**src/rtl/rlk_pkg.sv**
```systemverilog
`timescale 1ns / 1ps

package rlk_pkg;

  localparam int TABLE_DEPTH_DEF = 16;
  localparam int NUM_PORTS_DEF   = 4;

  localparam int ADDR_W    = 32;
  localparam int IDX_IN_W  = 4;
  localparam int PORT_W    = 2;
  localparam int CFG_IDX_W = 2;
  localparam int IDX_EXT_W = 9;

  localparam logic REQ_WRITE  = 1'b0;
  localparam logic REQ_LOOKUP = 1'b1;

  typedef struct packed {
    logic [ADDR_W-1:0] dest;
    logic [ADDR_W-1:0] mask;
    logic [ADDR_W-1:0] gateway;
    logic [PORT_W-1:0] port;
  } route_entry_t;

  typedef struct packed {
    logic         en;
    logic         valid;
    route_entry_t entry;
  } tbl_wr_t;

  typedef enum logic [1:0] {
    ST_IDLE,
    ST_SCAN,
    ST_DONE
  } state_e;

endpackage

```
**src/rtl/rlk_req_if.sv**
```systemverilog
`timescale 1ns / 1ps

interface rlk_req_if;
  import rlk_pkg::*;

  logic                valid;
  logic                ready;
  logic                req_type;
  logic [IDX_IN_W-1:0] entry_index;
  logic [ADDR_W-1:0]   route_dest;
  logic [ADDR_W-1:0]   route_mask;
  logic [ADDR_W-1:0]   route_gateway;
  logic [PORT_W-1:0]   route_port;
  logic                route_enable;
  logic [ADDR_W-1:0]   lookup_addr;

  modport source (
    output valid, req_type, entry_index, route_dest, route_mask, route_gateway,
           route_port, route_enable, lookup_addr,
    input  ready
  );

  modport sink (
    input  valid, req_type, entry_index, route_dest, route_mask, route_gateway,
           route_port, route_enable, lookup_addr,
    output ready
  );
endinterface

```
**src/rtl/rlk_rsp_if.sv**
```systemverilog
`timescale 1ns / 1ps

interface rlk_rsp_if;
  import rlk_pkg::*;

  logic                valid;
  logic                ready;
  logic                is_local;
  logic                route_found;
  logic [IDX_IN_W-1:0] match_index;
  logic [ADDR_W-1:0]   next_hop_addr;
  logic [PORT_W-1:0]   out_port;

  modport source (
    output valid, is_local, route_found, match_index, next_hop_addr, out_port,
    input  ready
  );

  modport sink (
    input  valid, is_local, route_found, match_index, next_hop_addr, out_port,
    output ready
  );
endinterface

```
**src/rtl/rlk_table.sv**
```systemverilog
`timescale 1ns / 1ps

module rlk_table #(
  parameter int DEPTH = rlk_pkg::TABLE_DEPTH_DEF,
  parameter int IDX_W = (DEPTH > 1) ? $clog2(DEPTH) : 1
) (
  input  logic                 clk_i,
  input  logic                 rst_ni,
  input  rlk_pkg::tbl_wr_t     wr_i,
  input  logic [IDX_W-1:0]     wr_idx_i,
  input  logic                 rd_en_i,
  input  logic [IDX_W-1:0]     rd_addr_i,
  output rlk_pkg::route_entry_t rd_entry_o,
  output logic                 rd_valid_o
);
  import rlk_pkg::*;

  route_entry_t     mem_q [DEPTH];
  logic [DEPTH-1:0] valid_q;
  route_entry_t     rd_entry_q;
  logic             rd_valid_q;

  always_ff @(posedge clk_i) begin
    if (wr_i.en) begin
      mem_q[wr_idx_i] <= wr_i.entry;
    end
    if (rd_en_i) begin
      rd_entry_q <= mem_q[rd_addr_i];
    end
  end

  always_ff @(posedge clk_i or negedge rst_ni) begin
    if (!rst_ni) begin
      valid_q    <= '0;
      rd_valid_q <= 1'b0;
    end else begin
      if (wr_i.en) begin
        valid_q[wr_idx_i] <= wr_i.valid;
      end
      if (rd_en_i) begin
        rd_valid_q <= valid_q[rd_addr_i];
      end
    end
  end

  assign rd_entry_o = rd_entry_q;
  assign rd_valid_o = rd_valid_q;

endmodule

```
**src/rtl/ipv4_route_lookup_lpm.sv**
```systemverilog
// A route write goes from acceptance to the done state, then into the output register once it is free.
// A lookup scans the table memory, which yields one slot per cycle, and then enters the done state.
// A new item is accepted only in the idle state, after the last one has left the done state.
// A finished result may wait in the output register while the next item is accepted.
// Reset clears the valid bits and the interface addresses at once; there is no clearing pass.
`timescale 1ns / 1ps

module ipv4_route_lookup_lpm #(
  parameter int TABLE_DEPTH = rlk_pkg::TABLE_DEPTH_DEF,
  parameter int NUM_PORTS   = rlk_pkg::NUM_PORTS_DEF
) (
  input  logic                          clk_i,
  input  logic                          rst_ni,
  input  logic                          cfg_we_i,
  input  logic [rlk_pkg::CFG_IDX_W-1:0] cfg_idx_i,
  input  logic [rlk_pkg::ADDR_W-1:0]    cfg_data_i,
  rlk_req_if.sink                       req_i,
  rlk_rsp_if.source                     rsp_o
);
  import rlk_pkg::*;

  localparam int IDX_W = (TABLE_DEPTH > 1) ? $clog2(TABLE_DEPTH) : 1;
  localparam int IF_W  = (NUM_PORTS > 1) ? $clog2(NUM_PORTS) : 1;
  localparam logic [IDX_W-1:0] LAST_IDX = IDX_W'(TABLE_DEPTH - 1);

  state_e state_q, state_d;

  logic [ADDR_W-1:0]  iface_q [NUM_PORTS];
  logic [ADDR_W-1:0]  addr_q;
  logic               local_q;
  logic [IDX_W-1:0]   cnt_q;
  logic               issued_q;
  logic               rd_vld_q;
  logic               rd_last_q;
  logic [IDX_W-1:0]   rd_idx_q;
  logic               found_q;
  logic [ADDR_W-1:0]  best_mask_q;
  logic [IDX_W-1:0]   best_idx_q;
  logic [ADDR_W-1:0]  best_gw_q;
  logic [PORT_W-1:0]  best_port_q;

  logic               out_valid_q;
  logic               out_local_q;
  logic               out_found_q;
  logic [IDX_IN_W-1:0] out_idx_q;
  logic [ADDR_W-1:0]  out_gw_q;
  logic [PORT_W-1:0]  out_port_q;

  logic               accept;
  logic               rd_en;
  logic               out_free;
  logic               load_out;
  logic               addr_local;
  logic               hit;
  logic               take;
  logic [IDX_EXT_W-1:0] ent_ext;
  logic [IDX_EXT_W-1:0] best_ext;
  logic               wr_in_range;
  tbl_wr_t            tbl_wr;
  route_entry_t       rd_entry;
  logic               rd_valid;

  always_comb begin
    addr_local = 1'b0;
    for (int i = 0; i < NUM_PORTS; i++) begin
      if (iface_q[i] == req_i.lookup_addr) begin
        addr_local = 1'b1;
      end
    end
  end

  always_comb begin
    state_d = state_q;
    unique case (state_q)
      ST_IDLE: begin
        if (accept) begin
          state_d = (req_i.req_type == REQ_LOOKUP) ? ST_SCAN : ST_DONE;
        end
      end
      ST_SCAN: begin
        if (rd_vld_q && rd_last_q) begin
          state_d = ST_DONE;
        end
      end
      ST_DONE: begin
        if (out_free) begin
          state_d = ST_IDLE;
        end
      end
      default: state_d = ST_IDLE;
    endcase
  end

  always_comb begin
    req_i.ready = (state_q == ST_IDLE);
    rd_en       = (state_q == ST_SCAN) && !issued_q;
    out_free    = !out_valid_q || rsp_o.ready;
    load_out    = (state_q == ST_DONE) && out_free;
  end

  assign accept      = req_i.valid && req_i.ready;
  assign ent_ext     = IDX_EXT_W'(req_i.entry_index);
  assign wr_in_range = ent_ext < IDX_EXT_W'(TABLE_DEPTH);
  assign best_ext    = IDX_EXT_W'(best_idx_q);

  always_comb begin
    tbl_wr.en            = accept && (req_i.req_type == REQ_WRITE) && wr_in_range;
    tbl_wr.valid         = req_i.route_enable;
    tbl_wr.entry.dest    = req_i.route_dest;
    tbl_wr.entry.mask    = req_i.route_mask;
    tbl_wr.entry.gateway = req_i.route_gateway;
    tbl_wr.entry.port    = req_i.route_port;
  end

  rlk_table #(
    .DEPTH (TABLE_DEPTH),
    .IDX_W (IDX_W)
  ) u_table (
    .clk_i      (clk_i),
    .rst_ni     (rst_ni),
    .wr_i       (tbl_wr),
    .wr_idx_i   (ent_ext[IDX_W-1:0]),
    .rd_en_i    (rd_en),
    .rd_addr_i  (cnt_q),
    .rd_entry_o (rd_entry),
    .rd_valid_o (rd_valid)
  );

  assign hit  = rd_valid && ((addr_q & rd_entry.mask) == rd_entry.dest);
  assign take = rd_vld_q && hit && (!found_q || (rd_entry.mask >= best_mask_q));

  always_ff @(posedge clk_i or negedge rst_ni) begin
    if (!rst_ni) begin
      state_q     <= ST_IDLE;
      issued_q    <= 1'b0;
      rd_vld_q    <= 1'b0;
      rd_last_q   <= 1'b0;
      found_q     <= 1'b0;
      out_valid_q <= 1'b0;
      cnt_q       <= '0;
      for (int i = 0; i < NUM_PORTS; i++) begin
        iface_q[i] <= '0;
      end
    end else begin
      state_q   <= state_d;
      rd_vld_q  <= rd_en;
      rd_last_q <= rd_en && (cnt_q == LAST_IDX);
      if (cfg_we_i && (3'(cfg_idx_i) < 3'(NUM_PORTS))) begin
        iface_q[cfg_idx_i[IF_W-1:0]] <= cfg_data_i;
      end
      if (accept) begin
        cnt_q    <= '0;
        issued_q <= 1'b0;
        found_q  <= 1'b0;
      end else begin
        if (rd_en) begin
          if (cnt_q == LAST_IDX) begin
            issued_q <= 1'b1;
          end else begin
            cnt_q <= cnt_q + 1'b1;
          end
        end
        if (take) begin
          found_q <= 1'b1;
        end
      end
      if (load_out) begin
        out_valid_q <= 1'b1;
      end else if (rsp_o.ready) begin
        out_valid_q <= 1'b0;
      end
    end
  end

  always_ff @(posedge clk_i) begin
    rd_idx_q <= cnt_q;
    if (accept) begin
      addr_q  <= req_i.lookup_addr;
      local_q <= (req_i.req_type == REQ_LOOKUP) && addr_local;
    end
    if (take) begin
      best_mask_q <= rd_entry.mask;
      best_idx_q  <= rd_idx_q;
      best_gw_q   <= rd_entry.gateway;
      best_port_q <= rd_entry.port;
    end
    if (load_out) begin
      out_local_q <= local_q;
      out_found_q <= found_q;
      out_idx_q   <= found_q ? best_ext[IDX_IN_W-1:0] : '0;
      out_gw_q    <= found_q ? best_gw_q : '0;
      out_port_q  <= found_q ? best_port_q : '0;
    end
  end

  assign rsp_o.valid         = out_valid_q;
  assign rsp_o.is_local      = out_local_q;
  assign rsp_o.route_found   = out_found_q;
  assign rsp_o.match_index   = out_idx_q;
  assign rsp_o.next_hop_addr = out_gw_q;
  assign rsp_o.out_port      = out_port_q;

  a_no_route_zero: assert property (@(posedge clk_i) disable iff (!rst_ni)
    (rsp_o.valid && !rsp_o.route_found) |->
      (rsp_o.match_index == '0 && rsp_o.next_hop_addr == '0 && rsp_o.out_port == '0))
    else $error("Result without a route carries non-zero route fields.");

  a_read_in_scan: assert property (@(posedge clk_i) disable iff (!rst_ni)
    rd_en |-> (state_q == ST_SCAN))
    else $error("Table read issued outside a scan.");

  a_idle_no_data: assert property (@(posedge clk_i) disable iff (!rst_ni)
    (state_q == ST_IDLE) |-> !rd_vld_q)
    else $error("Table data still arriving while idle.");

  a_done_holds: assert property (@(posedge clk_i) disable iff (!rst_ni)
    ((state_q == ST_DONE) && rsp_o.valid && !rsp_o.ready) |=> (state_q == ST_DONE))
    else $error("Result left the done state while the output was stalled.");

endmodule

```
**src/flat_wrapper.sv**
```systemverilog
// flat-port wrapper written by rule: the top's interface ports become plain ports
module ipv4_route_lookup_lpm_flat import rlk_pkg::*;
#(
  parameter int TABLE_DEPTH = rlk_pkg::TABLE_DEPTH_DEF,
  parameter int NUM_PORTS   = rlk_pkg::NUM_PORTS_DEF
)
  (clk_i, rst_ni, cfg_we_i, cfg_idx_i, cfg_data_i, req_i_valid, req_i_req_type, req_i_entry_index, req_i_route_dest, req_i_route_mask, req_i_route_gateway, req_i_route_port, req_i_route_enable, req_i_lookup_addr, req_i_ready, rsp_o_valid, rsp_o_is_local, rsp_o_route_found, rsp_o_match_index, rsp_o_next_hop_addr, rsp_o_out_port, rsp_o_ready);
  rlk_req_if req_i_i ();
  rlk_rsp_if rsp_o_i ();
  input  logic clk_i;
  input  logic rst_ni;
  input  logic cfg_we_i;
  input  logic [rlk_pkg::CFG_IDX_W-1:0] cfg_idx_i;
  input  logic [rlk_pkg::ADDR_W-1:0] cfg_data_i;
  input wire logic [$bits(req_i_i.valid)-1:0] req_i_valid;
  input wire logic [$bits(req_i_i.req_type)-1:0] req_i_req_type;
  input wire logic [$bits(req_i_i.entry_index)-1:0] req_i_entry_index;
  input wire logic [$bits(req_i_i.route_dest)-1:0] req_i_route_dest;
  input wire logic [$bits(req_i_i.route_mask)-1:0] req_i_route_mask;
  input wire logic [$bits(req_i_i.route_gateway)-1:0] req_i_route_gateway;
  input wire logic [$bits(req_i_i.route_port)-1:0] req_i_route_port;
  input wire logic [$bits(req_i_i.route_enable)-1:0] req_i_route_enable;
  input wire logic [$bits(req_i_i.lookup_addr)-1:0] req_i_lookup_addr;
  output wire logic [$bits(req_i_i.ready)-1:0] req_i_ready;
  output wire logic [$bits(rsp_o_i.valid)-1:0] rsp_o_valid;
  output wire logic [$bits(rsp_o_i.is_local)-1:0] rsp_o_is_local;
  output wire logic [$bits(rsp_o_i.route_found)-1:0] rsp_o_route_found;
  output wire logic [$bits(rsp_o_i.match_index)-1:0] rsp_o_match_index;
  output wire logic [$bits(rsp_o_i.next_hop_addr)-1:0] rsp_o_next_hop_addr;
  output wire logic [$bits(rsp_o_i.out_port)-1:0] rsp_o_out_port;
  input wire logic [$bits(rsp_o_i.ready)-1:0] rsp_o_ready;
  assign req_i_i.valid = req_i_valid;
  assign req_i_i.req_type = req_i_req_type;
  assign req_i_i.entry_index = req_i_entry_index;
  assign req_i_i.route_dest = req_i_route_dest;
  assign req_i_i.route_mask = req_i_route_mask;
  assign req_i_i.route_gateway = req_i_route_gateway;
  assign req_i_i.route_port = req_i_route_port;
  assign req_i_i.route_enable = req_i_route_enable;
  assign req_i_i.lookup_addr = req_i_lookup_addr;
  assign req_i_ready = req_i_i.ready;
  assign rsp_o_valid = rsp_o_i.valid;
  assign rsp_o_is_local = rsp_o_i.is_local;
  assign rsp_o_route_found = rsp_o_i.route_found;
  assign rsp_o_match_index = rsp_o_i.match_index;
  assign rsp_o_next_hop_addr = rsp_o_i.next_hop_addr;
  assign rsp_o_out_port = rsp_o_i.out_port;
  assign rsp_o_i.ready = rsp_o_ready;
  ipv4_route_lookup_lpm #(.TABLE_DEPTH(TABLE_DEPTH), .NUM_PORTS(NUM_PORTS)) u_core (.clk_i(clk_i), .rst_ni(rst_ni), .cfg_we_i(cfg_we_i), .cfg_idx_i(cfg_idx_i), .cfg_data_i(cfg_data_i), .req_i(req_i_i), .rsp_o(rsp_o_i));
endmodule
```
**config.mk**
```make
export PLATFORM = sky130hd
export DESIGN_NAME = ipv4_route_lookup_lpm_flat
export DESIGN_NICKNAME = d
export VERILOG_FILES = /design/src/rtl/rlk_pkg.sv /design/src/rtl/rlk_req_if.sv /design/src/rtl/rlk_rsp_if.sv /design/src/rtl/rlk_table.sv /design/src/rtl/ipv4_route_lookup_lpm.sv /design/src/flat_wrapper.sv
export SDC_FILE = /design/constraint.sdc
export NUM_CORES = 2
export LEC_CHECK = 0
export ABC_AREA = 1
export BUFFER_PORTS_ARGS = -buffer_cell sky130_fd_sc_hd__buf_2
export CELL_PAD_IN_SITES_DETAIL_PLACEMENT = 1
export CELL_PAD_IN_SITES_GLOBAL_PLACEMENT = 2
export CORE_ASPECT_RATIO = 0.6
export CORE_MARGIN = 2
export CORE_UTILIZATION = 40
export CTS_CLUSTER_DIAMETER = 60
export DETAILED_ROUTE_END_ITERATION = 8
export PLACE_DENSITY = 0.81
export SLEW_MARGIN = 10
export SYNTH_ARGS = -nofsm -noshare
export SYNTH_HDL_FRONTEND = slang
export SYNTH_SLANG_ARGS = --single-unit
```
**constraint.sdc**
```tcl
create_clock -name clk_i -period 5.8 [get_ports clk_i]
set_input_delay 1.16 -clock clk_i [delete_from_list [all_inputs] [get_ports clk_i]]
set_output_delay 1.16 -clock clk_i [all_outputs]
set_load 0.1 [all_outputs]
```
# Word-level counts from Yosys, hierarchy flattened
# Memories as Yosys holds them, arrays and structs flattened. A register that Yosys moved wholly into a read port is not among the register bits.
# Cells that the tools add are included.
[word_totals] in_bits=175 elab_cells=104 output_inout_bits=42 regBits=303 memories=1 ramBits=1568
[op_classes] n_addsub=1 n_lt_le_gt_ge=7 mux=29 n_bitwise=3 n_reduce_logical=26 eq_ne=12
[mem_list] name="u_core.u_table.mem_q" words=16 width=98 rd=1 rd_ports_with_merged_regs=1 wr=1 line_no="rlk_table.sv:18" rtl="route_entry_t mem_q [DEPTH];"
[ops] operator="32-bit == test" n=5
[ops] operator="128-bit bitwise mux" n=1
[ops] operator="32-bit demux with 2-bit select" n=1
[ops] operator="32-bit AND" n=1
[ops] operator="32-bit greater-or-equal comparator" n=1
[ops] operator="32-bit two-way mux" n=1
[ops] operator="16-bit bitwise mux" n=1
[ops] operator="4-bit by 5-bit < comparator with 1-bit output (second input constant)" n=3
[ops] operator="1-bit two-way mux" n=15
[ops] operator="1-bit logical AND" n=13
[ops] operator="4-bit two-way mux" n=3
[ops] operator="2-bit two-way mux" n=4
[ops] operator="2-bit nonzero test" n=4
[ops] operator="2-bit by 1-bit inequality test with 1-bit output (second input constant)" n=3
[ops] operator="2-bit case mux with 3 select lines" n=1
[ops] operator="4-bit by 1-bit adder with 4-bit output (second input constant)" n=1
[ops] operator="1-bit binary-select mux with 4-bit select" n=1
[ops] operator="1-bit demux with 4-bit select" n=1
[ops] operator="4-bit == test (second input constant)" n=1
[ops] operator="4-bit by 1-bit greater-or-equal comparator with 1-bit output (second input constant)" n=1
[ops] operator="2-bit AND reduction" n=2
[ops] operator="3-bit greater-or-equal comparator (second input constant)" n=1
[ops] operator="1-bit zero test" n=3
[ops] operator="3-bit by 1-bit < comparator with 1-bit output (second input constant)" n=1
[ops] operator="8 further kinds" n=9

# Longest topological paths before layout
[logic_depth] depth_word=7 mapped_depth=14 ltp_nobuf=14

# Cells and area by module
# From an unflattened synthesis, not the netlist that was laid out.
[unflattened] cells_unflattened=6173 hier_area_um2=78694.2
[modules_own_cells] mod="rlk_table" cells_each=4759 seq_area_each_um2=50453.4 instances=1 area_each_um2=65251.3
[modules_own_cells] mod="ipv4_route_lookup_lpm" cells_each=1414 seq_area_each_um2=7852.5 instances=1 area_each_um2=13442.9

# Least setup slack after synthesis
# Ideal clock, no wire load.
[synth_timing] path_type="reg2reg" start="register u_core.state_q[0]" end="register u_core.u_table.valid_q[10]" stages_incl_launch_ff=7 path_buffers=0 slack_ns=-0.800 setup_ns=0.332 arrival_time_ns=6.268 t_required_ns=5.468 cell_sequence="dfrtp_1 > nor2_2 > nand2_1 > nor2_2 > nand3_1 > nor2_1 > a21oi_1"
[synth_via] elab_chain_len=4
[synth_lines] element="start: declaration" line_no="ipv4_route_lookup_lpm.sv:26" rtl="state_e state_q, state_d;"
[synth_lines] element="start signal: assignment" line_no="ipv4_route_lookup_lpm.sv:145" rtl="state_q <= state_d;"
[synth_lines] element="2-bit zero test" line_no="ipv4_route_lookup_lpm.sv:95" rtl="req_i.ready = (state_q == ST_IDLE);"
[synth_lines] element="via req_i_ready" line_no="flat_wrapper.sv:24" rtl="output wire logic [$bits(req_i_i.ready)-1:0] req_i_ready;"
[synth_lines] element="1-bit logical AND" line_no="ipv4_route_lookup_lpm.sv:101" rtl="assign accept = req_i.valid && req_i.ready;"
[synth_lines] element="1-bit logical AND (2 in series)" line_no="ipv4_route_lookup_lpm.sv:107" rtl="tbl_wr.en = accept && (req_i.req_type == REQ_WRITE) && wr_in_range;"
[synth_lines] element="end signal: indexed assignment" line_no="rlk_table.sv:38" rtl="valid_q[wr_idx_i] <= wr_i.valid;"
[synth_lines] element="end: declaration" line_no="rlk_table.sv:19" rtl="logic [DEPTH-1:0] valid_q;"
# The timed path passes the listed nets, and every way through them passes these cells.
# A chain may end at the register's enable or synchronous reset.

==> results.toml <==
[global_routing]
grt_pass1_vias = 50700
grt_pass1_wl_mm = 336
grt_max_degree = 201
antenna_found_initial = 33
track_usage = 0.229
grt_overflow = 0

[clock_tree]
tritoncts = "done"
htreeDepth = 4
cts-resized-gates = 0
clkSinkCount = 1969
root_buffer = "clkbuf_16"
numCtsBuffers = 193
path_clk_slew_ns = 0.07
ctsHoldBuffers = 0
worstSkewPairLatency_ns = 0.86
clockBufferDepth = 4
cts_post_setup_buffers_inserted = 0

[drt]
avgRoutedWirePerCell_um = 25.9
wl_met2_mm = 101
viasPerCell = 5.60
num_vias = 49400
highest_layer = "met5"
routed_wl_mm = 228
drtIter0Drc = 4981
drc_errors = 0
postRouteAntennaNets = 0
wl_met1_mm = 103
drtPass1Iterations = 7
wl_met3_mm = 18.1

[placement]
placed_area_um2 = 81500
dp_hpwl_mm = 137
gp_congestion = 0.862
io_buffers = 216

[finish]
multi_input_area_um2 = 16700
drive_gt1_frac = 0.102
nFillCells = 19500
area.sequential_um2 = 58300
final_cell_area_um2 = 87600
nets = 6286
area_delta_synth_final_pct = 13.3
post-route-util = 0.458

[worst_setup_path]
required_ns = 6.35
reg2reg_depth = 6
cp.arrival_ns = 4.18
reg2reg_from = "u_core.cnt_q[0]"
startpoint = "u_core.cnt_q[0]"
critPathKind = "reg2reg"
cp_max_fo = 187
end_kind = "flip-flop"
r2r_setup_slack_ns = 2.17
crit_end = "u_core.u_table.rd_entry_o[54]"
start_kind = "flip-flop"
rr_endpoint = "u_core.u_table.rd_entry_o[54]"

[synthesis]
synth_area_leader_cell = "edfxtp_1"
syn_inst = 5920
yosys.area_share.simple = 0.0922
synth-seq-cells = 1969
synth.yosys.warnings = 0
synth_compound_area_frac = 0.105
synthXorXnorAreaFrac = 0.0113
synthMuxAreaShare = 0
yosysTopAreaCellShare = 0.703
synth_top_family_by_area = "compound AO/OA/AOI/OAI gates"
synth-seq-area-share = 0.754
synth-adder-area-share = 0.00534
yosysUniqueCellTypes = 37
synth_area_leaders = "edfxtp_1 (70%), o21ai_0 (6.0%), dfrtp_1 (5.1%)"
synthesis.area_um2 = 77300
avgSynthCellArea_um2 = 13.1
syn-num-nets = 6128

[timing]
fin_skew_ns = 0.0550
whs_ns = 0.392
tns_ns = 0
setup_viol = 0
relSlewSlack = 0.206
tightestPinTransition_ns = 1.19
rsz0062_at_grt = "false"
fin_crit_ns = 3.63
final_hold_viol_count = 0
fmax_mhz = 276
period_share = 0.625
final-max-slew-violation-count = 0

[floorplanning]
start_util = 0.404
core.rowCount = 124
die_x_um = 572
boundaryPins = 217
die_y_um = 345
coreArea_um2 = 191000
dieArea_um2 = 197000

[power_and_ir_drop]
irDropWorstVdd_mv = 0.257
leakagePower_uw = 0.0297
powerDensity_nw_per_um2 = 328

[run]
maxCapViolations = 0

[outcome]
status = "finished, final reports clean"

[min_path]
hold_class = "in2async"
-- cells in the mapped netlist --
library cell  instances
dfxtp_1               4
clkbuf_1            240
o21a_1                1
a21boi_0              2
o31ai_1               1
buf_1                12
edfxtp_1           1809
ha_1                 33
inv_6                 1
a21oi_1              31
o21ai_1              11
a31oi_1               1
nand4_1               8
inv_2                 2
nor2_1              905
o221ai_1            144
or2_2                 5
buf_4                16
clkinv_1              1
nand3b_1             12
o21ai_0             925
clkbuf_2              2
o22ai_1             249
nand3_1             168
dfrtp_1             156
xnor2_1              94
xor2_1                6
o311ai_0              1
inv_1               208
nor2_2                3
a211oi_1              1
nor3_1                8
nand2_1             709
o211ai_1             56
o21bai_1              2
buf_2                80
buf_6                13
-- logic make-up (layout without fill, tap and decap cells) --
family,Yosys count,after routing
AO/OA/AOI/OAI,1425,1425
XOR/XNOR,100,100
adder cells (fa/ha/maj),33,33
buffers and inverters,575,881
flip-flops,1969,1969
other,0,14
AND/OR/NAND/NOR,1818,1818
-- flip-flops by register name (all words and copies together) (netlist names), 4 cells and up --
register                    cells
u_core.u_table.rd_entry_o      98
u_core.cnt_q                    4
u_core.rsp_o.match_index        4
u_core.u_table.valid_q         16
u_core.u_table.mem_q         1568
u_core.best_gw_q               32
u_core.best_mask_q             32
u_core.iface_q                128
u_core.rsp_o.next_hop_addr     32
u_core.best_idx_q               4
u_core.addr_q                  32
u_core.rd_idx_q                 4
-- routing by layer --
metal	vias to the layer above	global-route usage
met5	-	0
met3	322	0.0507
li1	21900	-
met2	1675	0.341
met1	25500	0.336
met4	20	0.0671
-- worst max-delay path, stage by stage, from the launching register on --
cell and delay (ns):
dfrtp_4 0.93, clkinv_16 0.43, buf_4 0.64, o21ai_0 0.30, o22ai_1 0.09, o211ai_1 0.36, nand3_1 0.17
-- how the worst min path moves through the flow --
| stage | from | end | slack [ns] | depth (start not counted) |
|---|---|---|---|---|
| 5_1_grt | u_core.rd_idx_q[1] | u_core.best_idx_q[1] | 0.41 | 0 |
| 2_1_floorplan | u_core.cnt_q[3] | u_core.rd_idx_q[3] | 0.37 | 0 |
| 4_1_cts | rst_ni | u_core.iface_q[42] | 0.39 | 1 |
| 3_3_place_gp | u_core.rd_idx_q[1] | u_core.best_idx_q[1] | 0.39 | 0 |
| 6_report | rst_ni | u_core.iface_q[10] | 0.39 | 1 |
| 3_5_place_dp | u_core.rd_idx_q[1] | u_core.best_idx_q[1] | 0.39 | 0 |
-- power by group --
group	internal, µW	switching, µW	total, µW
Clock	6780	5480	12300
Combinational	232	524	756
Sequential	15600	108	15700
-- per-stage QoR --
stage	setup slack (ns)	power [µW]	instances
final	2.17	28700	8823
after CTS	2.19	29000	8809
after detailed placement	1.55	16800	8466
after global placement	1.63	16700	8466
after floorplan	-0.800	16300	5920
after global routing	2.03	29500	8819
-- layout by cell type, fill, tap and decap left out, types with 8 or more instances in the layout --
cell and count:
xnor2_1 94, diode_2 14, edfxtp_1 1809, o22ai_1 249
inv_1 205, o21ai_1 11, nand3_1 166, clkbuf_1 34
nand3b_1 12, o221ai_1 144, clkbuf_16 193, clkinv_1 44
nor3_1 8, o211ai_1 56, nand2_1 707, dfrtp_1 152
nor2_4 19, inv_6 9, nand4_1 8, a21oi_1 31
ha_1 33, nor2_1 886, o21ai_0 925, buf_12 41
buf_4 69, clkinv_2 37, buf_2 215, bufinv_16 14
-- layout make-up --
| class | instances | area share |
|---|---|---|
| Antenna cell | 14 | 0.000400 |
| Inverter | 212 | 0.00963 |
| Clock buffer | 230 | 0.0571 |
| Sequential cell | 1969 | 0.666 |
| Clock inverter | 113 | 0.0112 |
| Timing Repair Buffer | 326 | 0.0277 |
| Multi-Input combinational cell | 3376 | 0.191 |
| Tap cell | 2583 | 0.0369 |
Note: power is estimated with default switching activity, not from simulation.
